File: config.mk
export PLATFORM = sky130hd
export DESIGN_NAME = utf8_terminal_display_width_flat
export DESIGN_NICKNAME = d
export VERILOG_FILES = /design/src/rtl/utw_pkg.sv /design/src/rtl/utw_if.sv /design/src/rtl/utf8_terminal_display_width.sv /design/src/rtl/utw_fifo.sv /design/src/rtl/utw_front.sv /design/src/rtl/utw_back.sv /design/src/flat_wrapper.sv
export VERILOG_INCLUDE_DIRS = /design/src /design/src/rtl
export SDC_FILE = /design/constraint.sdc
export NUM_CORES = 1
export LEC_CHECK = 0
export BUFFER_PORTS_ARGS = -buffer_cell sky130_fd_sc_hd__buf_2
export CORE_ASPECT_RATIO = 0.9
export CORE_MARGIN = 8
export CORE_UTILIZATION = 40
export DETAILED_ROUTE_END_ITERATION = 7
export GPL_ROUTABILITY_DRIVEN = 0
export PLACE_DENSITY = 0.63
export SYNTH_ARGS = -nofsm -noshare
export SYNTH_HDL_FRONTEND = slang
export SYNTH_SLANG_ARGS = --single-unit
export TNS_END_PERCENT = 20
File: constraint.sdc
create_clock -name clk_i -period 11.37 [get_ports clk_i]
set_input_delay 2.274 -clock clk_i [delete_from_list [all_inputs] [get_ports clk_i]]
set_output_delay 2.274 -clock clk_i [all_outputs]
set_load 0.005 [all_outputs]
File: src/rtl/utf8_terminal_display_width_assert.svh
// assertion macros shared by the display width blocks
`ifndef UTF8_TERMINAL_DISPLAY_WIDTH_ASSERT_SVH
`define UTF8_TERMINAL_DISPLAY_WIDTH_ASSERT_SVH

// property checked on every rising edge outside reset
`define UTW_ASSERT(label, prop, msg) \
  label: assert property (@(posedge clk_i) disable iff (!rst_ni) prop) else $error(msg);

// implication form: when ante holds, cons holds in the same cycle
`define UTW_ASSERT_IMP(label, ante, cons, msg) \
  `UTW_ASSERT(label, (ante) |-> (cons), msg)

`endif

File: src/rtl/utw_pkg.sv
// shared types, constants and byte classification for the display width block
package utw_pkg;

  localparam int CountBits = 24;
  localparam int ColumnW   = 24;
  localparam logic [CountBits-1:0] CntMax = {CountBits{1'b1}};

  // queue depth must stay a power of two
  localparam int FifoDepth = 4;
  localparam int FifoAw    = $clog2(FifoDepth);

  localparam logic [7:0] AsciiBel    = 8'h07;
  localparam logic [7:0] AsciiEsc    = 8'h1B;
  localparam logic [7:0] AsciiSpace  = 8'h20;
  localparam logic [7:0] AsciiDel    = 8'h7F;
  localparam logic [7:0] AsciiLbrack = 8'h5B;
  localparam logic [7:0] AsciiBslash = 8'h5C;
  localparam logic [7:0] AsciiRbrack = 8'h5D;
  localparam logic [7:0] CsiFinalLo  = 8'h40;
  localparam logic [7:0] CsiFinalHi  = 8'h7E;

  localparam logic [20:0] CpMin2     = 21'h000080;
  localparam logic [20:0] CpMin3     = 21'h000800;
  localparam logic [20:0] CpMin4     = 21'h010000;
  localparam logic [20:0] CpSurrLo   = 21'h00D800;
  localparam logic [20:0] CpSurrHi   = 21'h00DFFF;
  localparam logic [20:0] CpMax      = 21'h10FFFF;

  typedef enum logic [2:0] {
    MODE_TEXT    = 3'd0,
    MODE_ESC     = 3'd1,
    MODE_CSI     = 3'd2,
    MODE_OSC     = 3'd3,
    MODE_OSC_ESC = 3'd4,
    MODE_UTF8    = 3'd5
  } mode_e;

  typedef struct packed {
    logic       is_esc;
    logic       is_bel;
    logic       is_ascii;
    logic       is_zero_w;
    logic [1:0] lead_len;
    logic       is_csi_final;
    logic       is_lbrack;
    logic       is_rbrack;
    logic       is_bslash;
  } byte_class_t;

  typedef struct packed {
    logic [7:0]  data;
    logic        last;
    byte_class_t cls;
  } entry_t;

  function automatic byte_class_t classify(input logic [7:0] b);
    byte_class_t c;
    c.is_esc       = (b == AsciiEsc);
    c.is_bel       = (b == AsciiBel);
    c.is_ascii     = ~b[7];
    c.is_zero_w    = (b < AsciiSpace) || (b == AsciiDel);
    c.is_csi_final = (b >= CsiFinalLo) && (b <= CsiFinalHi);
    c.is_lbrack    = (b == AsciiLbrack);
    c.is_rbrack    = (b == AsciiRbrack);
    c.is_bslash    = (b == AsciiBslash);
    if (b[7:5] == 3'b110) begin
      c.lead_len = 2'd1;
    end else if (b[7:4] == 4'b1110) begin
      c.lead_len = 2'd2;
    end else if (b[7:3] == 5'b11110) begin
      c.lead_len = 2'd3;
    end else begin
      c.lead_len = 2'd0;
    end
    return c;
  endfunction

  // east asian wide ranges
  function automatic logic is_wide(input logic [20:0] cp);
    return (cp >= 21'h01100 && cp <= 21'h0115F) ||
           (cp >= 21'h02329 && cp <= 21'h0232A) ||
           (cp >= 21'h02E80 && cp <= 21'h0A4CF) ||
           (cp >= 21'h0AC00 && cp <= 21'h0D7A3) ||
           (cp >= 21'h0F900 && cp <= 21'h0FAFF) ||
           (cp >= 21'h0FE10 && cp <= 21'h0FE19) ||
           (cp >= 21'h0FE30 && cp <= 21'h0FE6F) ||
           (cp >= 21'h0FF00 && cp <= 21'h0FF60) ||
           (cp >= 21'h0FFE0 && cp <= 21'h0FFE6) ||
           (cp >= 21'h20000 && cp <= 21'h2FFFD) ||
           (cp >= 21'h30000 && cp <= 21'h3FFFD);
  endfunction

endpackage

File: src/rtl/utw_if.sv
// valid/ready channels for string bytes and width results
interface utw_byte_if;
  logic       valid;
  logic       ready;
  logic [7:0] byte_value;
  logic       last_byte;

  modport source (output valid, output byte_value, output last_byte, input ready);
  modport sink (input valid, input byte_value, input last_byte, output ready);
endinterface

interface utw_width_if;
  logic                        valid;
  logic                        ready;
  logic [utw_pkg::ColumnW-1:0] column_count;
  logic                        saturated;

  modport source (output valid, output column_count, output saturated, input ready);
  modport sink (input valid, input column_count, input saturated, output ready);
endinterface

File: src/rtl/utf8_terminal_display_width.sv
// Terminal display width of a UTF-8 string streamed one byte per transfer, with
// last_byte on the final byte; one result carries the saturating column count of
// the whole string. Bytes go through a classify register and a four-entry queue
// into the scanner, which takes one byte per cycle but holds on any byte while a
// result waits in the output register and the result side is not ready; so the
// block sustains one byte per cycle outside such holds and replays. The result is
// registered as the scanner takes the last byte. A sequence that fails on a bad
// continuation byte puts its buffered bytes back through the scanner (three at
// most per failing sequence); the queue takes bytes meanwhile as long as it has room.
module utf8_terminal_display_width (
  input  logic        clk_i,
  input  logic        rst_ni,
  utw_byte_if.sink    byte_i,
  utw_width_if.source width_o
);

  logic            front_valid;
  utw_pkg::entry_t front_entry;
  logic            fifo_ready;
  logic            fifo_valid;
  utw_pkg::entry_t fifo_data;
  logic            fifo_pop;

  utw_front u_front (
    .clk_i   (clk_i),
    .rst_ni  (rst_ni),
    .byte_i  (byte_i),
    .valid_o (front_valid),
    .entry_o (front_entry),
    .ready_i (fifo_ready)
  );

  utw_fifo u_fifo (
    .clk_i       (clk_i),
    .rst_ni      (rst_ni),
    .push_i      (front_valid),
    .push_data_i (front_entry),
    .ready_o     (fifo_ready),
    .pop_i       (fifo_pop),
    .valid_o     (fifo_valid),
    .data_o      (fifo_data)
  );

  utw_back u_back (
    .clk_i        (clk_i),
    .rst_ni       (rst_ni),
    .head_valid_i (fifo_valid),
    .head_i       (fifo_data),
    .head_pop_o   (fifo_pop),
    .width_o      (width_o)
  );

endmodule

File: src/rtl/utw_fifo.sv
// small register queue between the classify stage and the scanner
`include "utf8_terminal_display_width_assert.svh"

module utw_fifo (
  input  logic             clk_i,
  input  logic             rst_ni,
  input  logic             push_i,
  input  utw_pkg::entry_t  push_data_i,
  output logic             ready_o,
  input  logic             pop_i,
  output logic             valid_o,
  output utw_pkg::entry_t  data_o
);

  utw_pkg::entry_t                mem_q [utw_pkg::FifoDepth];
  logic [utw_pkg::FifoAw-1:0]     wr_ptr_q, wr_ptr_d;
  logic [utw_pkg::FifoAw-1:0]     rd_ptr_q, rd_ptr_d;
  logic [utw_pkg::FifoAw:0]       cnt_q, cnt_d;
  logic                           do_push;

  assign ready_o = (cnt_q != (utw_pkg::FifoAw+1)'(utw_pkg::FifoDepth));
  assign valid_o = (cnt_q != '0);
  assign data_o  = mem_q[rd_ptr_q];
  assign do_push = push_i && ready_o;

  always_comb begin
    wr_ptr_d = do_push ? wr_ptr_q + 1'b1 : wr_ptr_q;
    rd_ptr_d = pop_i ? rd_ptr_q + 1'b1 : rd_ptr_q;
    cnt_d    = cnt_q + (utw_pkg::FifoAw+1)'(do_push) - (utw_pkg::FifoAw+1)'(pop_i);
  end

  always_ff @(posedge clk_i or negedge rst_ni) begin
    if (!rst_ni) begin
      wr_ptr_q <= '0;
      rd_ptr_q <= '0;
      cnt_q    <= '0;
    end else begin
      wr_ptr_q <= wr_ptr_d;
      rd_ptr_q <= rd_ptr_d;
      cnt_q    <= cnt_d;
    end
  end

  always_ff @(posedge clk_i) begin
    if (do_push) begin
      mem_q[wr_ptr_q] <= push_data_i;
    end
  end

  `UTW_ASSERT_IMP(a_fifo_no_underflow, pop_i, cnt_q != '0, "pop from empty queue")

endmodule

File: src/rtl/utw_front.sv
// input stage: takes string bytes and tags each with its byte class
module utw_front (
  input  logic              clk_i,
  input  logic              rst_ni,
  utw_byte_if.sink          byte_i,
  output logic              valid_o,
  output utw_pkg::entry_t   entry_o,
  input  logic              ready_i
);

  logic            valid_q, valid_d;
  utw_pkg::entry_t entry_q;
  logic            take;

  assign byte_i.ready = !valid_q || ready_i;
  assign take         = byte_i.valid && byte_i.ready;
  assign valid_o      = valid_q;
  assign entry_o      = entry_q;

  always_comb begin
    if (take) begin
      valid_d = 1'b1;
    end else if (ready_i) begin
      valid_d = 1'b0;
    end else begin
      valid_d = valid_q;
    end
  end

  always_ff @(posedge clk_i or negedge rst_ni) begin
    if (!rst_ni) begin
      valid_q <= 1'b0;
    end else begin
      valid_q <= valid_d;
    end
  end

  always_ff @(posedge clk_i) begin
    if (take) begin
      entry_q.data <= byte_i.byte_value;
      entry_q.last <= byte_i.last_byte;
      entry_q.cls  <= utw_pkg::classify(byte_i.byte_value);
    end
  end

endmodule

File: src/rtl/utw_back.sv
// scanner: escape skipping, utf-8 decode, column count and result register
`include "utf8_terminal_display_width_assert.svh"

module utw_back (
  input  logic             clk_i,
  input  logic             rst_ni,
  input  logic             head_valid_i,
  input  utw_pkg::entry_t  head_i,
  output logic             head_pop_o,
  utw_width_if.source      width_o
);

  localparam int ExtW = utw_pkg::CountBits + utw_pkg::ColumnW;

  utw_pkg::mode_e                 mode_q, mode_d;
  logic [1:0]                     seq_len_q, seq_len_d;
  logic [1:0]                     br_q, br_d;
  logic [7:0]                     lead_q, lead_d;
  logic [7:0]                     pending_q [3];
  logic [7:0]                     pending_d [3];
  logic [utw_pkg::CountBits-1:0]  cnt_q, cnt_new;
  logic [7:0]                     replay_q [3];
  logic [7:0]                     replay_d [3];
  logic [1:0]                     replay_cnt_q, replay_cnt_d;
  logic                           replay_last_q, replay_last_d;
  logic                           out_valid_q, out_valid_d;
  logic [utw_pkg::ColumnW-1:0]    out_count_q;
  logic                           out_sat_q;

  logic                           from_replay;
  logic [7:0]                     src_byte;
  logic                           src_last;
  utw_pkg::byte_class_t           src_cls;
  logic [1:0]                     rest_cnt;
  logic                           final_b;
  logic                           out_free;
  logic                           step;
  logic                           res_load;

  logic [7:0]                     pend_view [3];
  logic [1:0]                     seq_n;
  logic                           bad_cont;
  logic [20:0]                    cp;
  logic [1:0]                     decode_w;
  logic [1:0]                     add_w;
  logic [1:0]                     rescan_n;
  logic [utw_pkg::CountBits:0]    sum;
  logic [ExtW-1:0]                col_ext;

  // source select: replayed bytes go ahead of the queue
  always_comb begin
    from_replay = (replay_cnt_q != 2'd0);
    src_byte    = from_replay ? replay_q[0] : head_i.data;
    src_last    = from_replay ? replay_last_q : head_i.last;
    src_cls     = from_replay ? utw_pkg::classify(replay_q[0]) : head_i.cls;
    rest_cnt    = from_replay ? replay_cnt_q - 2'd1 : 2'd0;
    final_b     = src_last && (rest_cnt == 2'd0);
    out_free    = !out_valid_q || width_o.ready;
    step        = (from_replay || head_valid_i) && out_free;
    head_pop_o  = step && !from_replay;
  end

  // decode of a complete sequence, using the byte arriving now
  always_comb begin
    for (int i = 0; i < 3; i++) begin
      pend_view[i] = (br_q == 2'(i)) ? src_byte : pending_q[i];
    end
    seq_n    = (seq_len_q == 2'd0) ? 2'd3 : seq_len_q;
    bad_cont = 1'b0;
    for (int i = 0; i < 3; i++) begin
      if ((2'(i) < seq_n) && (pend_view[i][7:6] != 2'b10)) begin
        bad_cont = 1'b1;
      end
    end
    unique case (seq_n)
      2'd1:    cp = {10'd0, lead_q[4:0], pend_view[0][5:0]};
      2'd2:    cp = {5'd0, lead_q[3:0], pend_view[0][5:0], pend_view[1][5:0]};
      default: cp = {lead_q[2:0], pend_view[0][5:0], pend_view[1][5:0], pend_view[2][5:0]};
    endcase
    if (((seq_n == 2'd1) && (cp < utw_pkg::CpMin2)) ||
        ((seq_n == 2'd2) && (cp < utw_pkg::CpMin3)) ||
        ((seq_n == 2'd3) && (cp < utw_pkg::CpMin4)) ||
        ((cp >= utw_pkg::CpSurrLo) && (cp <= utw_pkg::CpSurrHi)) ||
        (cp > utw_pkg::CpMax)) begin
      decode_w = 2'd1;
    end else begin
      decode_w = utw_pkg::is_wide(cp) ? 2'd2 : 2'd1;
    end
  end

  // one scan step
  always_comb begin
    mode_d    = mode_q;
    seq_len_d = seq_len_q;
    br_d      = br_q;
    lead_d    = lead_q;
    pending_d = pending_q;
    add_w     = 2'd0;
    rescan_n  = 2'd0;
    unique case (mode_q)
      utw_pkg::MODE_ESC: begin
        if (src_cls.is_lbrack) begin
          mode_d = utw_pkg::MODE_CSI;
        end else if (src_cls.is_rbrack) begin
          mode_d = utw_pkg::MODE_OSC;
        end else begin
          mode_d = utw_pkg::MODE_TEXT;
        end
      end
      utw_pkg::MODE_CSI: begin
        if (src_cls.is_csi_final) begin
          mode_d = utw_pkg::MODE_TEXT;
        end
      end
      utw_pkg::MODE_OSC: begin
        if (src_cls.is_bel) begin
          mode_d = utw_pkg::MODE_TEXT;
        end else if (src_cls.is_esc) begin
          mode_d = utw_pkg::MODE_OSC_ESC;
        end
      end
      utw_pkg::MODE_OSC_ESC: begin
        if (src_cls.is_bslash || src_cls.is_bel) begin
          mode_d = utw_pkg::MODE_TEXT;
        end else if (!src_cls.is_esc) begin
          mode_d = utw_pkg::MODE_OSC;
        end
      end
      utw_pkg::MODE_UTF8: begin
        if (br_q != 2'd3) begin
          pending_d[br_q] = src_byte;
        end
        br_d = br_q + 2'd1;
        if ((br_d >= seq_len_q) || (br_d == 2'd0)) begin
          mode_d = utw_pkg::MODE_TEXT;
          add_w  = bad_cont ? 2'd1 : decode_w;
          // bad continuation: all buffered bytes are scanned again
          rescan_n = bad_cont ? seq_n : 2'd0;
        end else if (final_b) begin
          add_w  = 2'd1;
          mode_d = utw_pkg::MODE_TEXT;
        end
      end
      default: begin
        mode_d = utw_pkg::MODE_TEXT;
        if (src_cls.is_esc) begin
          mode_d = utw_pkg::MODE_ESC;
        end else if (src_cls.is_ascii) begin
          add_w = src_cls.is_zero_w ? 2'd0 : 2'd1;
        end else if (src_cls.lead_len != 2'd0) begin
          lead_d    = src_byte;
          seq_len_d = src_cls.lead_len;
          br_d      = 2'd0;
          mode_d    = utw_pkg::MODE_UTF8;
          // string ends right after a lead
          if (final_b) begin
            add_w  = 2'd1;
            mode_d = utw_pkg::MODE_TEXT;
          end
        end else begin
          add_w = 2'd1;
        end
      end
    endcase
  end

  // replay buffer: new rescan bytes go in front of what is left
  always_comb begin
    replay_d      = replay_q;
    replay_cnt_d  = replay_cnt_q;
    replay_last_d = replay_last_q;
    if (step) begin
      if (rescan_n != 2'd0) begin
        for (int i = 0; i < 3; i++) begin
          if (2'(i) < rescan_n) begin
            replay_d[i] = pend_view[i];
          end else if ((2'(i) - rescan_n) == 2'd0) begin
            replay_d[i] = replay_q[1];
          end else begin
            replay_d[i] = replay_q[2];
          end
        end
        replay_cnt_d  = rescan_n + rest_cnt;
        replay_last_d = src_last;
      end else if (from_replay) begin
        replay_d[0]  = replay_q[1];
        replay_d[1]  = replay_q[2];
        replay_cnt_d = rest_cnt;
      end
    end
  end

  // saturating column add and result formatting
  always_comb begin
    sum      = {1'b0, cnt_q} + (utw_pkg::CountBits+1)'(add_w);
    cnt_new  = sum[utw_pkg::CountBits] ? utw_pkg::CntMax : sum[utw_pkg::CountBits-1:0];
    col_ext  = {{utw_pkg::ColumnW{1'b0}}, cnt_new};
    res_load = step && final_b && (rescan_n == 2'd0);
    if (res_load) begin
      out_valid_d = 1'b1;
    end else if (width_o.ready) begin
      out_valid_d = 1'b0;
    end else begin
      out_valid_d = out_valid_q;
    end
  end

  always_ff @(posedge clk_i or negedge rst_ni) begin
    if (!rst_ni) begin
      mode_q        <= utw_pkg::MODE_TEXT;
      seq_len_q     <= 2'd0;
      br_q          <= 2'd0;
      lead_q        <= 8'd0;
      cnt_q         <= '0;
      replay_cnt_q  <= 2'd0;
      replay_last_q <= 1'b0;
      out_valid_q   <= 1'b0;
    end else begin
      out_valid_q   <= out_valid_d;
      replay_cnt_q  <= replay_cnt_d;
      replay_last_q <= replay_last_d;
      if (res_load) begin
        mode_q    <= utw_pkg::MODE_TEXT;
        seq_len_q <= 2'd0;
        br_q      <= 2'd0;
        lead_q    <= lead_d;
        cnt_q     <= '0;
      end else if (step) begin
        mode_q    <= mode_d;
        seq_len_q <= seq_len_d;
        br_q      <= br_d;
        lead_q    <= lead_d;
        cnt_q     <= cnt_new;
      end
    end
  end

  always_ff @(posedge clk_i) begin
    if (step) begin
      pending_q <= pending_d;
    end
    replay_q <= replay_d;
    if (res_load) begin
      out_count_q <= col_ext[utw_pkg::ColumnW-1:0];
      out_sat_q   <= (cnt_new == utw_pkg::CntMax);
    end
  end

  assign width_o.valid        = out_valid_q;
  assign width_o.column_count = out_count_q;
  assign width_o.saturated    = out_sat_q;

  `UTW_ASSERT_IMP(a_utf8_len, mode_q == utw_pkg::MODE_UTF8, seq_len_q != 2'd0, "utf8 mode without length")
  `UTW_ASSERT_IMP(a_utf8_rcv, mode_q == utw_pkg::MODE_UTF8, br_q < seq_len_q, "sequence overfilled")
  `UTW_ASSERT(a_clear_after_result, res_load |=> (cnt_q == '0 && mode_q == utw_pkg::MODE_TEXT && replay_cnt_q == 2'd0), "state not cleared after result")

endmodule
File: src/flat_wrapper.sv
// flat-port wrapper written by rule: the top's interface ports become plain ports
module utf8_terminal_display_width_flat 
  (clk_i, rst_ni, byte_i_valid, byte_i_byte_value, byte_i_last_byte, byte_i_ready, width_o_valid, width_o_column_count, width_o_saturated, width_o_ready);
  utw_byte_if byte_i_i ();
  utw_width_if width_o_i ();
  input  logic clk_i;
  input  logic rst_ni;
  input wire logic [$bits(byte_i_i.valid)-1:0] byte_i_valid;
  input wire logic [$bits(byte_i_i.byte_value)-1:0] byte_i_byte_value;
  input wire logic [$bits(byte_i_i.last_byte)-1:0] byte_i_last_byte;
  output wire logic [$bits(byte_i_i.ready)-1:0] byte_i_ready;
  output wire logic [$bits(width_o_i.valid)-1:0] width_o_valid;
  output wire logic [$bits(width_o_i.column_count)-1:0] width_o_column_count;
  output wire logic [$bits(width_o_i.saturated)-1:0] width_o_saturated;
  input wire logic [$bits(width_o_i.ready)-1:0] width_o_ready;
  assign byte_i_i.valid = byte_i_valid;
  assign byte_i_i.byte_value = byte_i_byte_value;
  assign byte_i_i.last_byte = byte_i_last_byte;
  assign byte_i_ready = byte_i_i.ready;
  assign width_o_valid = width_o_i.valid;
  assign width_o_column_count = width_o_i.column_count;
  assign width_o_saturated = width_o_i.saturated;
  assign width_o_i.ready = width_o_ready;
  utf8_terminal_display_width u_core (.clk_i(clk_i), .rst_ni(rst_ni), .byte_i(byte_i_i), .width_o(width_o_i));
endmodule
# Word-level counts from Yosys, hierarchy flattened
# Memories as Yosys holds them, arrays and structs flattened.
# Index checks and enable logic that the tools add are counted.
totals:
  n_memories: 1
  ff_bits: 143
  elab_cells: 301
  ramBits: 76
classes:
  addsub: 11
  n_bitwise: 3
  n_eq_ne: 45
  n_mux: 86
  n_lt_le_gt_ge: 43
  n_reduce_logical: 81
mem_list:
  columns: ["memory", "words", "width", "read_ports", "rd_ports_with_merged_regs", "wr", "line", "rtl"]
  rows:
  - ["u_core.u_fifo.mem_q", 4, 19, 1, 0, 1, "utw_fifo.sv:15", "utw_pkg::entry_t mem_q [utw_pkg::FifoDepth];"]
ops:
  columns: ["op", "count"]
  rows:
  - ["21-bit by 16-bit less-or-equal comparator with 1-bit output, second input constant", 8]
  - ["21-bit by 16-bit >= comparator with 1-bit output, second input constant", 7]
  - ["8-bit two-way mux", 17]
  - ["24-bit two-way mux", 3]
  - ["8-bit by 7-bit equality test with 1-bit output, second input constant", 8]
  - ["2-bit two-way mux", 32]
  - ["21-bit by 14-bit >= comparator with 1-bit output, second input constant", 2]
  - ["21-bit by 18-bit >= comparator with 1-bit output, second input constant", 2]
  - ["21-bit by 18-bit less-or-equal comparator with 1-bit output, second input constant", 2]
  - ["21-bit one-hot mux with 2 select lines", 1]
  - ["3-bit two-way mux", 13]
  - ["16-bit two-way mux", 2]
  - ["1-bit logical AND", 28]
  - ["24-bit by 2-bit adder with 25-bit output", 1]
  - ["24-bit bitwise mux", 1]
  - ["24-bit equality test, second input constant", 1]
  - ["21-bit by 13-bit >= comparator with 1-bit output, second input constant", 1]
  - ["21-bit greater-than comparator, second input constant", 1]
  - ["21-bit by 13-bit less-or-equal comparator with 1-bit output, second input constant", 1]
  - ["21-bit by 14-bit less-or-equal comparator with 1-bit output, second input constant", 1]
  - ["1-bit logical OR", 21]
  - ["21-bit by 12-bit less-than comparator with 1-bit output, second input constant", 1]
  - ["21-bit by 17-bit less-than comparator with 1-bit output, second input constant", 1]
  - ["21-bit by 8-bit less-than comparator with 1-bit output, second input constant", 1]
  - ["45 further kinds", 113]

# Logic depth before layout (Yosys ltp)
# Gate-level depths: netlist of the first run.
logic_depth:
  ltp_word: 25
  ltp_mapped: 30

# Hierarchy
# Synthesis of the first run repeated with hierarchy kept, for this count alone.
unflattened:
  cells_unflattened: 950
  area_unflattened_um2: 11168.2
modules_own_cells:
  columns: ["module", "cells_per_inst", "seq_area_each_um2", "area_each_um2", "n_inst"]
  rows:
  - ["utw_back", 767, 3193.1, 7204.4, 1]
  - ["utw_fifo", 139, 2457.4, 3198.1, 1]
  - ["utw_front", 44, 595.6, 765.7, 1]

# Least setup slack after synthesis of the first run
# Ideal clock, no wire load.
synth_path:
  path_kind: "register to register"
  from: "register u_core.u_back.seq_len_q[0]"
  to: "register u_core.u_back.out_sat_q (netlist: u_core.u_back.width_o.saturated), data pin"
  arrival_time_ns: 5.814
  setup_time_ns: 0.176
  path_slack_ns: 5.380
  path_stages_with_launch: 31
  n_path_buf: 5
  period_less_slack_ns: 5.990
  path_cell_list: "dfrtp_1 > inv_1 > ha_1 > clkbuf_1 > clkbuf_1 > a21oi_1 > a21oi_1 > o31ai_1 > o21ai_1 > buf_4 > nand3_1 > o41ai_1 > o41ai_1 > nor4_1 > a31oi_2 > nor2_1 > ha_1 > inv_1 > fa_1 > nand3b_1 > nor2_1 > nand3_1 > nor3_1 > nand2b_1 > clkbuf_1 > or2_2 > clkbuf_1 > and2_1 > nor4_1 > nand4_1 > nor4_1"
synth_via:
  elab_chain_len: 24
synth_lines:
  columns: ["element", "line", "rtl"]
  rows:
  - ["start: declaration", "utw_back.sv:16", "logic [1:0] seq_len_q, seq_len_d;"]
  - ["start signal: assignment", "utw_back.sv:230", "seq_len_q <= seq_len_d;"]
  - ["2-bit zero test", "utw_back.sv:68", "seq_n = (seq_len_q == 2'd0) ? 2'd3 : seq_len_q;"]
  - ["2-bit two-way mux", "utw_back.sv:68", null]
  - ["2-bit equality test or 2-bit by 1-bit equality test with 1-bit output (tied branches)", "utw_back.sv:75, utw_back.sv:81, utw_back.sv:80", null]
  - ["21-bit one-hot mux with 2 select lines", "utw_back.sv:75", "unique case (seq_n)"]
  - ["21-bit by 13-bit >= comparator with 1-bit output, or another cell as far along", "utw_pkg.sv:80", "return (cp >= 21'h01100 && cp <= 21'h0115F) ||"]
  - ["1-bit logical AND, on equally long branches", "utw_pkg.sv:80, utw_pkg.sv:81", null]
  - ["1-bit logical OR", "utw_pkg.sv:80", null]
  - ["1-bit logical OR", "utw_pkg.sv:81", "(cp >= 21'h02329 && cp <= 21'h0232A) ||"]
  - ["(+8 left out)", null, null]
  - ["2-bit two-way mux", "utw_back.sv:87", "decode_w = utw_pkg::is_wide(cp) ? 2'd2 : 2'd1;"]
  - ["2-bit two-way mux", "utw_back.sv:80", "if (((seq_n == 2'd1) && (cp < utw_pkg::CpMin2)) ||"]
  - ["2-bit two-way mux", "utw_back.sv:136", "add_w = bad_cont ? 2'd1 : decode_w;"]
  - ["2-bit two-way mux (*)", "utw_back.sv:134", "if ((br_d >= seq_len_q) || (br_d == 2'd0)) begin"]
  - ["2-bit one-hot mux with 2 select lines (*)", "utw_back.sv:100", "unique case (mode_q)"]
  - ["24-bit by 2-bit adder with 25-bit output (*)", "utw_back.sv:195", "sum = {1'b0, cnt_q} + (utw_pkg::CountBits+1)'(add_w);"]
  - ["24-bit two-way mux (*)", "utw_back.sv:196", "cnt_new = sum[utw_pkg::CountBits] ? utw_pkg::CntMax : sum[utw_pkg::CountBits-1:0];"]
  - ["24-bit equality test (*)", "utw_back.sv:245", "out_sat_q <= (cnt_new == utw_pkg::CntMax);"]
  - ["end signal: assignment", "utw_back.sv:245", null]
  - ["end: declaration", "utw_back.sv:28", "logic out_sat_q;"]
# Mark *: on every way between the ends. The rest lies on a longest branch, timed or not.
# A chain may end at the register's enable or synchronous reset.

# Final worst setup path of the first run
layout_path:
  from: "register u_core.u_fifo.rd_ptr_q[1] (netlist name)"
  to: "register u_core.u_back.out_sat_q (netlist: u_core.u_back.width_o.saturated), data pin"
layout_via:
  elab_chain_len: 24
layout_lines:
  columns: ["element", "line", "rtl"]
  rows:
  - ["start: declaration", "utw_fifo.sv:17", "logic [utw_pkg::FifoAw-1:0] rd_ptr_q, rd_ptr_d;"]
  - ["start signal: assignment", "utw_fifo.sv:39", "rd_ptr_q <= rd_ptr_d;"]
  - ["memory read 4 x 19 bit (*)", null, null]
  - ["8-bit two-way mux", "utw_back.sv:53", "src_byte = from_replay ? replay_q[0] : head_i.data;"]
  - ["8-bit two-way mux", "utw_back.sv:66", "pend_view[i] = (br_q == 2'(i)) ? src_byte : pending_q[i];"]
  - ["21-bit one-hot mux with 2 select lines", "utw_back.sv:75", null]
  - ["21-bit by 13-bit >= comparator with 1-bit output, or another cell as far along", "utw_pkg.sv:80", null]
  - ["1-bit logical AND, on equally long branches", "utw_pkg.sv:80, utw_pkg.sv:81", null]
  - ["1-bit logical OR", "utw_pkg.sv:80", null]
  - ["1-bit logical OR", "utw_pkg.sv:81", null]
  - ["(+8 left out)", null, null]
  - ["2-bit two-way mux", "utw_back.sv:87", null]
  - ["2-bit two-way mux", "utw_back.sv:80", null]
  - ["2-bit two-way mux", "utw_back.sv:136", null]
  - ["2-bit two-way mux", "utw_back.sv:134", null]
  - ["2-bit one-hot mux with 2 select lines (*)", "utw_back.sv:100", null]
  - ["24-bit by 2-bit adder with 25-bit output (*)", "utw_back.sv:195", null]
  - ["24-bit two-way mux (*)", "utw_back.sv:196", null]
  - ["24-bit equality test (*)", "utw_back.sv:245", null]
# Marked as above.

==> results of run 1 <==
==> cell families after synthesis <==
| group | Yosys count | share of synthesized area (%) |
|---|---|---|
| simple gates | 366 | 16.5 |
| fa+ha+maj | 20 | 2.38 |
| flops | 216 | 56.1 |
| mux | 38 | 4.97 |
| compound gates | 239 | 14.9 |
| buf+inv | 87 | 3.11 |
| xor+xnor | 25 | 1.97 |
==> critical path, delay by kind of cell (launching register included) <==
kind,cells,cell delay [ns]
AND/OR/NAND/NOR,14,3.99
AO/OA/AOI/OAI,6,1.96
flip-flops,1,0.82
adder cells (fa/ha/maj),2,0.57
buffers and inverters,1,0.05
==> where the power goes <==
| group | switching [mW] | internal, mW | leakage (nW) |
|---|---|---|---|
| Sequential | 0.0822 | 1.06 | 2.20 |
| Combinational | 0.744 | 0.374 | 2.01 |
| Clock | 0.322 | 0.492 | 0.400 |
==> per-layer routing <==
metal	global-route usage, %	share of wire, %
met2	23.2	44
met4	4.90	2.8
met3	3.00	7.4
met5	0	0
met1	22.6	46
==> registers in the layout, indices dropped and copies added, names as in the netlist, 3 cells and up <==
name and cells:
u_core.u_back.lead_q 5, u_core.u_fifo.cnt_q 3, u_core.u_back.cnt_q 24, u_core.u_back.mode_q 3, u_core.u_back.pending_q 24, u_core.u_fifo.mem_q 76
u_core.u_front.entry_o 19, u_core.u_back.width_o.column_count 24, u_core.u_back.replay_q 24
==> layout make-up <==
cell class	count	area [um^2]	share of cell area, %
Inverter	36	135	1.08
Clock inverter	18	255	2.04
Tap cell	360	450	3.61
Timing Repair Buffer	48	263	2.10
Sequential cell	216	6250	50.0
Multi-Input combinational cell	688	4560	36.5
Clock buffer	24	579	4.64
==> placed cells by master (no fill, tap or decap), drive strengths merged, types with 6 or more instances in the layout <==
cell | synthesis | layout
a21oi | 52 | 52
buf | 14 | 48
and3 | 6 | 6
ha | 18 | 18
nor3 | 23 | 23
nand3 | 32 | 32
inv | 36 | 39
o21ai | 66 | 66
nor3b | 8 | 8
o22ai | 7 | 7
edfxtp | 168 | 168
nand2b | 10 | 10
nor4 | 17 | 17
a221o | 6 | 6
nand4 | 13 | 13
nor2 | 71 | 71
xnor2 | 14 | 14
mux2i | 17 | 17
nand3b | 8 | 8
a22o | 12 | 12
a211o | 6 | 6
nand2 | 112 | 112
nor2b | 17 | 17
xor2 | 11 | 11
dfrtp | 48 | 48
mux4 | 13 | 13
mux2 | 8 | 8
clkinv | 0 | 7
o31ai | 10 | 10
a211oi | 7 | 7
and2 | 20 | 20
a31oi | 12 | 12
clkbuf | 37 | 24
==> worst max-delay path by stage <==
stage | startpoint | to | slack [ns] | cells past startpoint
final | u_core.u_fifo.rd_ptr_q[1] | u_core.u_back.width_o.saturated | 3.78 | 23
after global routing | u_core.u_fifo.rd_ptr_q[1] | u_core.u_back.width_o.saturated | 3.19 | 23
after CTS | u_core.u_fifo.rd_ptr_q[1] | u_core.u_back.width_o.saturated | 3.91 | 23
after detailed placement | u_core.u_fifo.rd_ptr_q[1] | u_core.u_back.width_o.saturated | 3.97 | 23
after global placement | u_core.u_fifo.rd_ptr_q[1] | u_core.u_back.width_o.saturated | 4.23 | 23
after floorplan | u_core.u_back.seq_len_q[0] | u_core.u_back.width_o.saturated | 5.38 | 30
==> stage by stage <==
| stage | instances | total power, mW | setup slack (ns) |
|---|---|---|---|
| CTS | 1390 | 3.09 | 3.91 |
| global route | 1390 | 3.25 | 3.19 |
| floorplan | 991 | 1.93 | 5.38 |
| finish | 1390 | 3.08 | 3.78 |
| detailed placement | 1348 | 2.26 | 3.97 |
| global placement | 1348 | 2.25 | 4.23 |
==> qor.txt, run 1 <==
Status - complete, no violations
Die height - 174 um
Worst Hold Slack - 0.505 ns
CP arrival - 7.94 ns
Count leader, synth - edfxtp_1
H-Tree Depth - 1
Largest net degree at the start of global routing - 54
Final Setup Violations - 0
Number of flops mapped to enable cells by yosys - 168
Post-CTS Resized - 0
Antenna-violating nets left - 0
Sequential area share after synthesis - 56.1%
# Post-CTS Setup Buffers - 0
Fmax - 132 MHz
Initial antenna violation count - 0
Distinct cell type count after synthesis - 84
Hold_sp - u_core.u_front.entry_o[1]
TritonCTS Sinks - 216
Routed vias - 8020
Detailed Routing Iterations Pass 1 - 5
Clk_skew - 0.0108 ns
DR iter-0 viols - 929
Max clock buf depth - 3
Hold Path Stages - 0
Worst-path clk slew - 0.06 ns
Slowest cell on the critical path - o21ai_1
Critical path required time - 11.72 ns
CP max stage delay - 0.88 ns
Peak supply drop - 0.158 mV
Crit path max fanout - 25
RSZ-0062 raised after global routing - false
Share of the synthesized area in the top cell type - 45.3%
Type of origin of the critical path - register
Die ar. - 33400 um^2
Core area - 27600 um^2
Layout cell share with drive strength beyond 1 - 13.9%
Initial Util - 40.2%
WHS Endpoint - u_core.u_fifo.mem_q[3][1]
Design area - 12500 um^2
Area Growth Syn to Fin - 12.2%
Placed cell areas - 11700 um^2
First-pass GRT wire length - 42.2 mm
Worst Hold Class - reg -> reg
Fillers - 2542
Primary FF master, synth - edfxtp_1
Worst slew margin - 21.4%
Post-synthesis async set-or-reset flop share - 22.2%
Fin util - 45.2%
ANT cells - 0
Grt ovf - 0
Setup TNS - 0 ns
Top Ports - 40
Cell count after synthesis - 991
Latest clock arrival within the worst-skew pair - 0.52 ns
Fin crit share - 66.8%
Yosys reg bits - 216
Drt drc - 0
Syn Area/Cell - 11.2 um^2
Die X - 192 um
Post-DP HPWL - 18.8 mm
Nets - 1046
Worst-margin pin slew - 1.17 ns
Reg2reg start - u_core.u_fifo.rd_ptr_q[1]
CP Capture Type - register
CTS tree - built
Final wirelength - 26.6 mm
CP Cell Sequence - or3b_4 > o2bb2ai_4 > o22ai_1 > o21ai_1 > nand3_1 > o41ai_1 > o41ai_1 > nor4_1 > a31oi_2 > nor2_1 > ha_1 > inv_1 > fa_1 > nand3b_1 > nor2_1 > nand3_1 > nor3_1 > nand2b_1 > or2_2 > and2_1 > nor4_1 > nand4_1 > nor4_1
Leakage power - 4.61 nW
Hold buffers post-CTS - 0
Vias in the first global route - 7659
Num CTS Buffers - 23
PwrDens - 247 nW/um^2
Max-Cap Viols - 0
Clk root buf - clkbuf_16
Top post-synthesis cells by count - edfxtp_1 (168), nand2_1 (112), nor2_1 (71), o21ai_0 (60), a21oi_1 (52)
Ys Warns - 0
DR WL/cell - 19.2 um
Minimum clock period - 7.59 ns
Row cnt - 58
Vias/cell - 5.77
Total track usage - 15.6%
Worst R2R End - u_core.u_back.width_o.saturated
Post-Syn Nets - 1024
Hold Violations, Final - 0
R2r setup slk - 3.78 ns
Cell taking the most area after synthesis - edfxtp_1
Max-slew violations - 0
Reg2Reg Depth - 23
Path type of the worst setup path - reg -> reg
Mapped Area - 11100 um^2
Top cells by area, synth - edfxtp_1 (45%), dfrtp_1 (11%), nand2_1 (3.8%), o21ai_0 (2.7%), mux4_2 (2.6%)
Port Buf Inserts - 39
Most Frequent Cell on Critical Path - nor4_1
No activity file was read; power rests on OpenSTA's default activity.
==> run 2: changes to the inputs <==
--- a/config.mk
+++ b/config.mk
@@ -12,7 +12,7 @@
 export CORE_UTILIZATION = 40
 export DETAILED_ROUTE_END_ITERATION = 7
 export GPL_ROUTABILITY_DRIVEN = 0
-export PLACE_DENSITY = 0.63
+export PLACE_DENSITY = 0.65
 export SYNTH_ARGS = -nofsm -noshare
 export SYNTH_HDL_FRONTEND = slang
 export SYNTH_SLANG_ARGS = --single-unit
==> constraint.sdc (replaced) <==
create_clock -name clk_i -period 6.1 [get_ports clk_i]
set_input_delay 1.22 -clock clk_i [delete_from_list [all_inputs] [get_ports clk_i]]
set_output_delay 1.22 -clock clk_i [all_outputs]
set_load 0.005 [all_outputs]
==> run 2 against run 1 <==
Cell area increased by 3.5%; critical path depth decreased by 1; sequential cell count stayed put; largest power group is now combinational cells; wire length grew 3.3%.
==> qor.txt, run 2 (same netlist as run 1, synthesis figures left out) <==
Status - complete, no violations (unchanged)
Crit path max fanout - 5 (was 25)
Total track usage - 16.2% (was 15.6%)
Layout cell share with drive strength beyond 1 - 19.5% (was 13.9%)
Final wirelength - 27.5 mm (was 26.6 mm)
First-pass GRT wire length - 43.7 mm (was 42.2 mm)
Die ar. - 33400 um^2 (unchanged)
Vias/cell - 5.71 (was 5.77)
Nets - 1098 (was 1046)
Fmax - 168 MHz (was 132 MHz)
Commonest non-fill, non-tap cell in the layout - edfxtp_1 (unchanged)
Fin crit share - 97.5% (was 66.8%)
Port Buf Inserts - 39 (unchanged)
Hold Path Stages - 0 (unchanged)
Latest clock arrival within the worst-skew pair - 0.52 ns (about the same)
Fillers - 2517 (was 2542)
Biggest register - u_core.u_fifo.mem_q (unchanged)
Highest-count cells in the layout ignoring fill and taps - edfxtp_1 (168), nand2_1 (112), nor2_1 (67), buf_4 (60), o21ai_0 (55) (was edfxtp_1 (168), nand2_1 (112), nor2_1 (70), o21ai_0 (60), a21oi_1 (52))
Initial antenna violation count - 0 (unchanged)
Worst-margin pin slew - 1.05 ns (was 1.17 ns)
ANT cells - 0 (unchanged)
CP top delay family - simple AND/OR/NAND/NOR gates (unchanged)
DR WL/cell - 19.1 um (was 19.2 um)
DR iter-0 viols - 1001 (was 929)
Worst Hold Slack - 0.501 ns (was 0.505 ns)
CTS tree - built (unchanged)
Crit path buffers/inverters - 2 (was 1)
Total power - 5.89 mW (was 3.08 mW)
Num CTS Buffers - 22 (was 23)
Row cnt - 58 (unchanged)
Minimum clock period - 5.95 ns (was 7.59 ns)
Hold Violations, Final - 0 (unchanged)
Area Growth Syn to Fin - 16.1% (was 12.2%)
Routed vias - 8233 (was 8020)
CP arrival - 6.27 ns (was 7.94 ns)
Max reg flops - 76 (unchanged)
Max clock buf depth - 3 (unchanged)
Die height - 174 um (unchanged)
Vias in the first global route - 7843 (was 7659)
Worst R2R End - u_core.u_back.width_o.saturated (unchanged)
Peak supply drop - 0.276 mV (was 0.158 mV)
Max-Cap Viols - 0 (unchanged)
CP Cell Sequence - buf_4 > mux2i_1 > o21ai_0 > o21ai_0 > nand3_1 > or3_1 > nor4_1 > a211o_1 > nor4_4 > a31oi_4 > inv_1 > fa_1 > nand3b_1 > nor2_2 > nand3_2 > nor3_2 > nand2b_1 > or2_2 > and2_1 > nor4_1 > nand4_1 > nor4_1 (was or3b_4 > o2bb2ai_4 > o22ai_1 > o21ai_1 > nand3_1 > o41ai_1 > o41ai_1 > nor4_1 > a31oi_2 > nor2_1 > ha_1 > inv_1 > fa_1 > nand3b_1 > nor2_1 > nand3_1 > nor3_1 > nand2b_1 > or2_2 > and2_1 > nor4_1 > nand4_1 > nor4_1)
Leakage power - 4.84 nW (was 4.61 nW)
Top Ports - 40 (unchanged)
TritonCTS Sinks - 216 (unchanged)
Post-DP HPWL - 19.9 mm (was 18.8 mm)
Core area - 27600 um^2 (unchanged)
PwrDens - 456 nW/um^2 (was 247 nW/um^2)
R2r setup slk - 0.15 ns (was 3.78 ns)
Largest net degree at the start of global routing - 54 (unchanged)
Path type of the worst setup path - reg -> reg (unchanged)
Final Setup Violations - 0 (unchanged)
Reg2Reg Depth - 22 (was 23)
Detailed Routing Iterations Pass 1 - 8 (was 5)
CP Capture Type - register (unchanged)
Hold_sp - u_core.u_front.entry_o[16] (was u_core.u_front.entry_o[1])
Clk_skew - 0.0295 ns (was 0.0108 ns)
Most Frequent Cell on Critical Path - nor4_1 (unchanged)
CP max stage delay - 0.48 ns (was 0.88 ns)
Worst-path clk slew - 0.07 ns (was 0.06 ns)
Critical path required time - 6.42 ns (was 11.72 ns)
WHS Endpoint - u_core.u_fifo.mem_q[0][16] (was u_core.u_fifo.mem_q[3][1])
Antenna-violating nets left - 0 (unchanged)
Worst Hold Class - reg -> reg (unchanged)
Initial Util - 40.2% (unchanged)
Worst slew margin - 29.6% (was 21.4%)
Slowest cell on the critical path - o21ai_0 (was o21ai_1)
Die X - 192 um (unchanged)
Max-slew violations - 0 (unchanged)
Hold buffers post-CTS - 0 (unchanged)
Reg2reg start - u_core.u_fifo.rd_ptr_q[0] (was u_core.u_fifo.rd_ptr_q[1])
Grt ovf - 0 (unchanged)
Drt drc - 0 (unchanged)
Type of origin of the critical path - register (unchanged)
H-Tree Depth - 1 (unchanged)
Clk root buf - clkbuf_16 (unchanged)
==> run 2: metal layers <==
metal  part of all wire, %  track usage (%)  vias up
met5                     0                0        -
met4                   2.5             4.01        0
met3                   7.1             2.50       57
met2                    44             24.2      325
met1                    47             24.1     3956
li1                      -                -     3895
==> run 2: worst max path at each step <==
stage / depth (start not counted) / endpoint / slack (ns) / from
finish: 22 / u_core.u_back.width_o.saturated / 0.15 / u_core.u_fifo.rd_ptr_q[0]
CTS: 26 / u_core.u_back.width_o.saturated / 0.006 / u_core.u_back.seq_len_q[0]
global placement: 24 / u_core.u_back.width_o.saturated / 0.17 / u_core.u_back.seq_len_q[0]
floorplan: 30 / u_core.u_back.width_o.saturated / 0.11 / u_core.u_back.seq_len_q[0]
global route: 22 / u_core.u_back.width_o.saturated / -0.07 / u_core.u_fifo.rd_ptr_q[0]
detailed placement: 26 / u_core.u_back.width_o.saturated / -0.01 / u_core.u_back.seq_len_q[0]
==> run 2: per-stage QoR <==
stage                     std cells  area, um^2  worst slack [ns]  setup TNS [ns]  util [%]
after global placement         1398       12000             0.170               0      43.5
after global routing           1441       12900           -0.0665         -0.0665      46.7
final                          1441       12900             0.154               0      46.7
after floorplan                 991       11100             0.110               0         -
after CTS                      1438       12800           0.00634               0      46.3
after detailed placement       1398       12000           -0.0141         -0.0141      43.5
==> run 2: final cells by class <==
type | count | area (um^2) | area share [%]
timing repair buffer | 101 | 677 | 5.24
tap | 360 | 450 | 3.49
clock buffer | 26 | 566 | 4.38
clock inverter | 14 | 170 | 1.32
multi-input combinational | 688 | 4670 | 36.2
sequential | 216 | 6250 | 48.4
inverter | 36 | 135 | 1.05
==> run 2: where the power goes <==
part	switching, mW	total [mW]	internal, mW
sequential	0.133	2.12	1.98
clock	0.570	1.37	0.799
combinational	1.51	2.40	0.896
==> run 2: timing repair <==
action	4_1_cts	5_1_grt
gates cloned	0	0
resized for setup	6	26
buffers inserted	0	3
pin swaps	1	6
setup endpoints to repair	1	21
==> run 3: changes to the inputs <==
--- a/config.mk
+++ b/config.mk
@@ -7,12 +7,12 @@
 export NUM_CORES = 1
 export LEC_CHECK = 0
 export BUFFER_PORTS_ARGS = -buffer_cell sky130_fd_sc_hd__buf_2
-export CORE_ASPECT_RATIO = 0.9
+export CORE_ASPECT_RATIO = 2
 export CORE_MARGIN = 8
 export CORE_UTILIZATION = 40
 export DETAILED_ROUTE_END_ITERATION = 7
 export GPL_ROUTABILITY_DRIVEN = 0
-export PLACE_DENSITY = 0.65
+export PLACE_DENSITY = 0.67
 export SYNTH_ARGS = -nofsm -noshare
 export SYNTH_HDL_FRONTEND = slang
 export SYNTH_SLANG_ARGS = --single-unit
==> constraint.sdc (replaced) <==
create_clock -name clk_i -period 5.7 [get_ports clk_i]
set_input_delay 1.14 -clock clk_i [delete_from_list [all_inputs] [get_ports clk_i]]
set_output_delay 1.14 -clock clk_i [all_outputs]
set_load 0.005 [all_outputs]
==> run 3 against run 2 <==
Global-route usage grew 2.8 points; wire length rose by 16%; clock power hardly changed; combinational power up 24%; critical path depth rose by 7.
==> qor.txt, run 3 (same netlist as run 1, synthesis figures left out) <==
Status - complete, no violations (unchanged)
Nets - 1181 (was 1098)
Final wirelength - 31.9 mm (was 27.5 mm)
Largest net degree at the start of global routing - 55 (was 54)
Path type of the worst setup path - reg -> reg (unchanged)
Routed vias - 8838 (was 8233)
DR iter-0 viols - 714 (was 1001)
Top Ports - 40 (unchanged)
Worst R2R End - u_core.u_back.width_o.saturated (unchanged)
Max clock buf depth - 3 (unchanged)
First-pass GRT wire length - 49.9 mm (was 43.7 mm)
Peak supply drop - 0.272 mV (was 0.276 mV)
Max-slew violations - 0 (unchanged)
Final Setup Violations - 0 (unchanged)
Worst Hold Slack - 0.488 ns (was 0.501 ns)
Design area - 13800 um^2 (was 12900 um^2)
Vias/cell - 5.84 (was 5.71)
Inst Count DP - 1472 (was 1398)
Most Frequent Cell on Critical Path - buf_4 (was nor4_1)
Setup TNS - 0 ns (unchanged)
Latest clock arrival within the worst-skew pair - 0.53 ns (was 0.52 ns)
Drt drc - 0 (unchanged)
Die height - 252 um (was 174 um)
Total track usage - 19.0% (was 16.2%)
CTS tree - built (unchanged)
Num CTS Buffers - 20 (was 22)
Highest-count cells in the layout ignoring fill and taps - edfxtp_1 (168), buf_4 (138), nand2_1 (109), nor2_1 (65), o21ai_0 (54) (was edfxtp_1 (168), nand2_1 (112), nor2_1 (67), buf_4 (60), o21ai_0 (55))
Max reg flops - 76 (unchanged)
Placed cell areas - 12700 um^2 (was 12000 um^2)
Final WS setup - 0.179 ns (was 0.154 ns)
TritonCTS Sinks - 216 (unchanged)
PwrDens - 481 nW/um^2 (was 456 nW/um^2)
Reg2reg start - u_core.u_back.seq_len_q[1] (was u_core.u_fifo.rd_ptr_q[0])
Crit path max fanout - 12 (was 5)
R2r setup slk - 0.18 ns (was 0.15 ns)
Grt ovf - 0 (unchanged)
Die ar. - 33700 um^2 (was 33400 um^2)
Clk root buf - clkbuf_16 (unchanged)
ANT cells - 0 (unchanged)
Detailed Routing Iterations Pass 1 - 6 (was 8)
Clk_skew - 0.0322 ns (was 0.0295 ns)
Minimum clock period - 5.52 ns (was 5.95 ns)
Type of origin of the critical path - register (unchanged)
Antenna-violating nets left - 0 (unchanged)
Die X - 134 um (was 192 um)
Fin util - 50.2% (was 46.7%)
CP max stage delay - 0.42 ns (was 0.48 ns)
Max-Cap Viols - 0 (unchanged)
Port Buf Inserts - 39 (unchanged)
Hold Violations, Final - 0 (unchanged)
Area Growth Syn to Fin - 23.8% (was 16.1%)
Worst-path clk slew - 0.07 ns (about the same)
Worst Hold Class - reg -> reg (unchanged)
Post-DP HPWL - 23.7 mm (was 19.9 mm)
DR WL/cell - 21.1 um (was 19.1 um)
Biggest register - u_core.u_fifo.mem_q (unchanged)
Fillers - 2435 (was 2517)
Worst slew margin - 14.7% (was 29.6%)
Initial Util - 40.6% (was 40.2%)
Row cnt - 86 (was 58)
H-Tree Depth - 1 (unchanged)
Slowest cell on the critical path - dfrtp_1 (was o21ai_0)
Worst-margin pin slew - 1.28 ns (was 1.05 ns)
Setup WS pre-CTS - -0.131 ns (was -0.0141 ns)
Fin crit share - 96.9% (was 97.5%)
Total power - 6.63 mW (was 5.89 mW)
Hold_sp - u_core.u_front.entry_o[8] (was u_core.u_front.entry_o[16])
Core area - 27400 um^2 (was 27600 um^2)
Reg2Reg Depth - 29 (was 22)
Vias in the first global route - 9223 (was 7843)
CP arrival - 5.86 ns (was 6.27 ns)
Commonest non-fill, non-tap cell in the layout - edfxtp_1 (unchanged)
Critical path required time - 6.03 ns (was 6.42 ns)
Fmax - 181 MHz (was 168 MHz)
Critical Path Sink - u_core.u_back.width_o.saturated (unchanged)
Critical Path Source - u_core.u_back.seq_len_q[1] (was u_core.u_fifo.rd_ptr_q[0])
Layout cell share with drive strength beyond 1 - 28.0% (was 19.5%)
Final Non-Filler Cells - 1513 (was 1441)
CP Capture Type - register (unchanged)
Leakage power - 5.29 nW (was 4.84 nW)
Initial antenna violation count - 0 (unchanged)
## run 3: per-layer routing
metal	up-vias	part of all wire, %	track usage [%]
met4	0	7.1	12.7
met1	4314	33	17.7
li1	4060	-	-
met5	-	0	0
met2	324	56	37.2
met3	140	3.8	2.13
## run 3: final cells by class
| cell class | count | area, um^2 | share of cell area (%) |
|---|---|---|---|
| clock buffer | 24 | 515 | 3.74 |
| clock inverter | 11 | 146 | 1.06 |
| inverter | 36 | 138 | 0.999 |
| multi-input combinational | 688 | 4920 | 35.8 |
| sequential | 216 | 6250 | 45.4 |
| tap | 352 | 440 | 3.20 |
| timing repair buffer | 186 | 1360 | 9.88 |
## run 3: report_power, final
group	switching (mW)	internal, mW
Sequential	0.154	2.12
Combinational	1.76	1.21
Clock	0.587	0.789
Total	2.50	4.12
## run 3: timing repair
item,4_1_cts,5_1_grt
resized for setup,20,55
pin swaps,2,18
hold buffers,0,0
buffers inserted,0,6
endpoints found under the setup margin,1,15
## run 3: worst min path at each step
stage / to / slack [ns] / cells past startpoint
after CTS: u_core.u_fifo.mem_q[2][11] / 0.49 / 0
after global placement: u_core.u_fifo.mem_q[1][17] / 0.47 / 0
final: u_core.u_fifo.mem_q[1][8] / 0.49 / 0
after floorplan: u_core.u_back.cnt_q[0] / 0.46 / 2
after global routing: u_core.u_fifo.mem_q[2][11] / 0.51 / 0
after detailed placement: u_core.u_back.cnt_q[0] / 0.48 / 2
## run 3: worst max-delay path, delay by kind of cell (launching register included)
family	cells	cell delay (ns)
buffers and inverters	7	0.95
flip-flops	1	0.42
adder cells (fa/ha/maj)	3	0.82
AO/OA/AOI/OAI	5	0.68
AND/OR/NAND/NOR	14	2.42
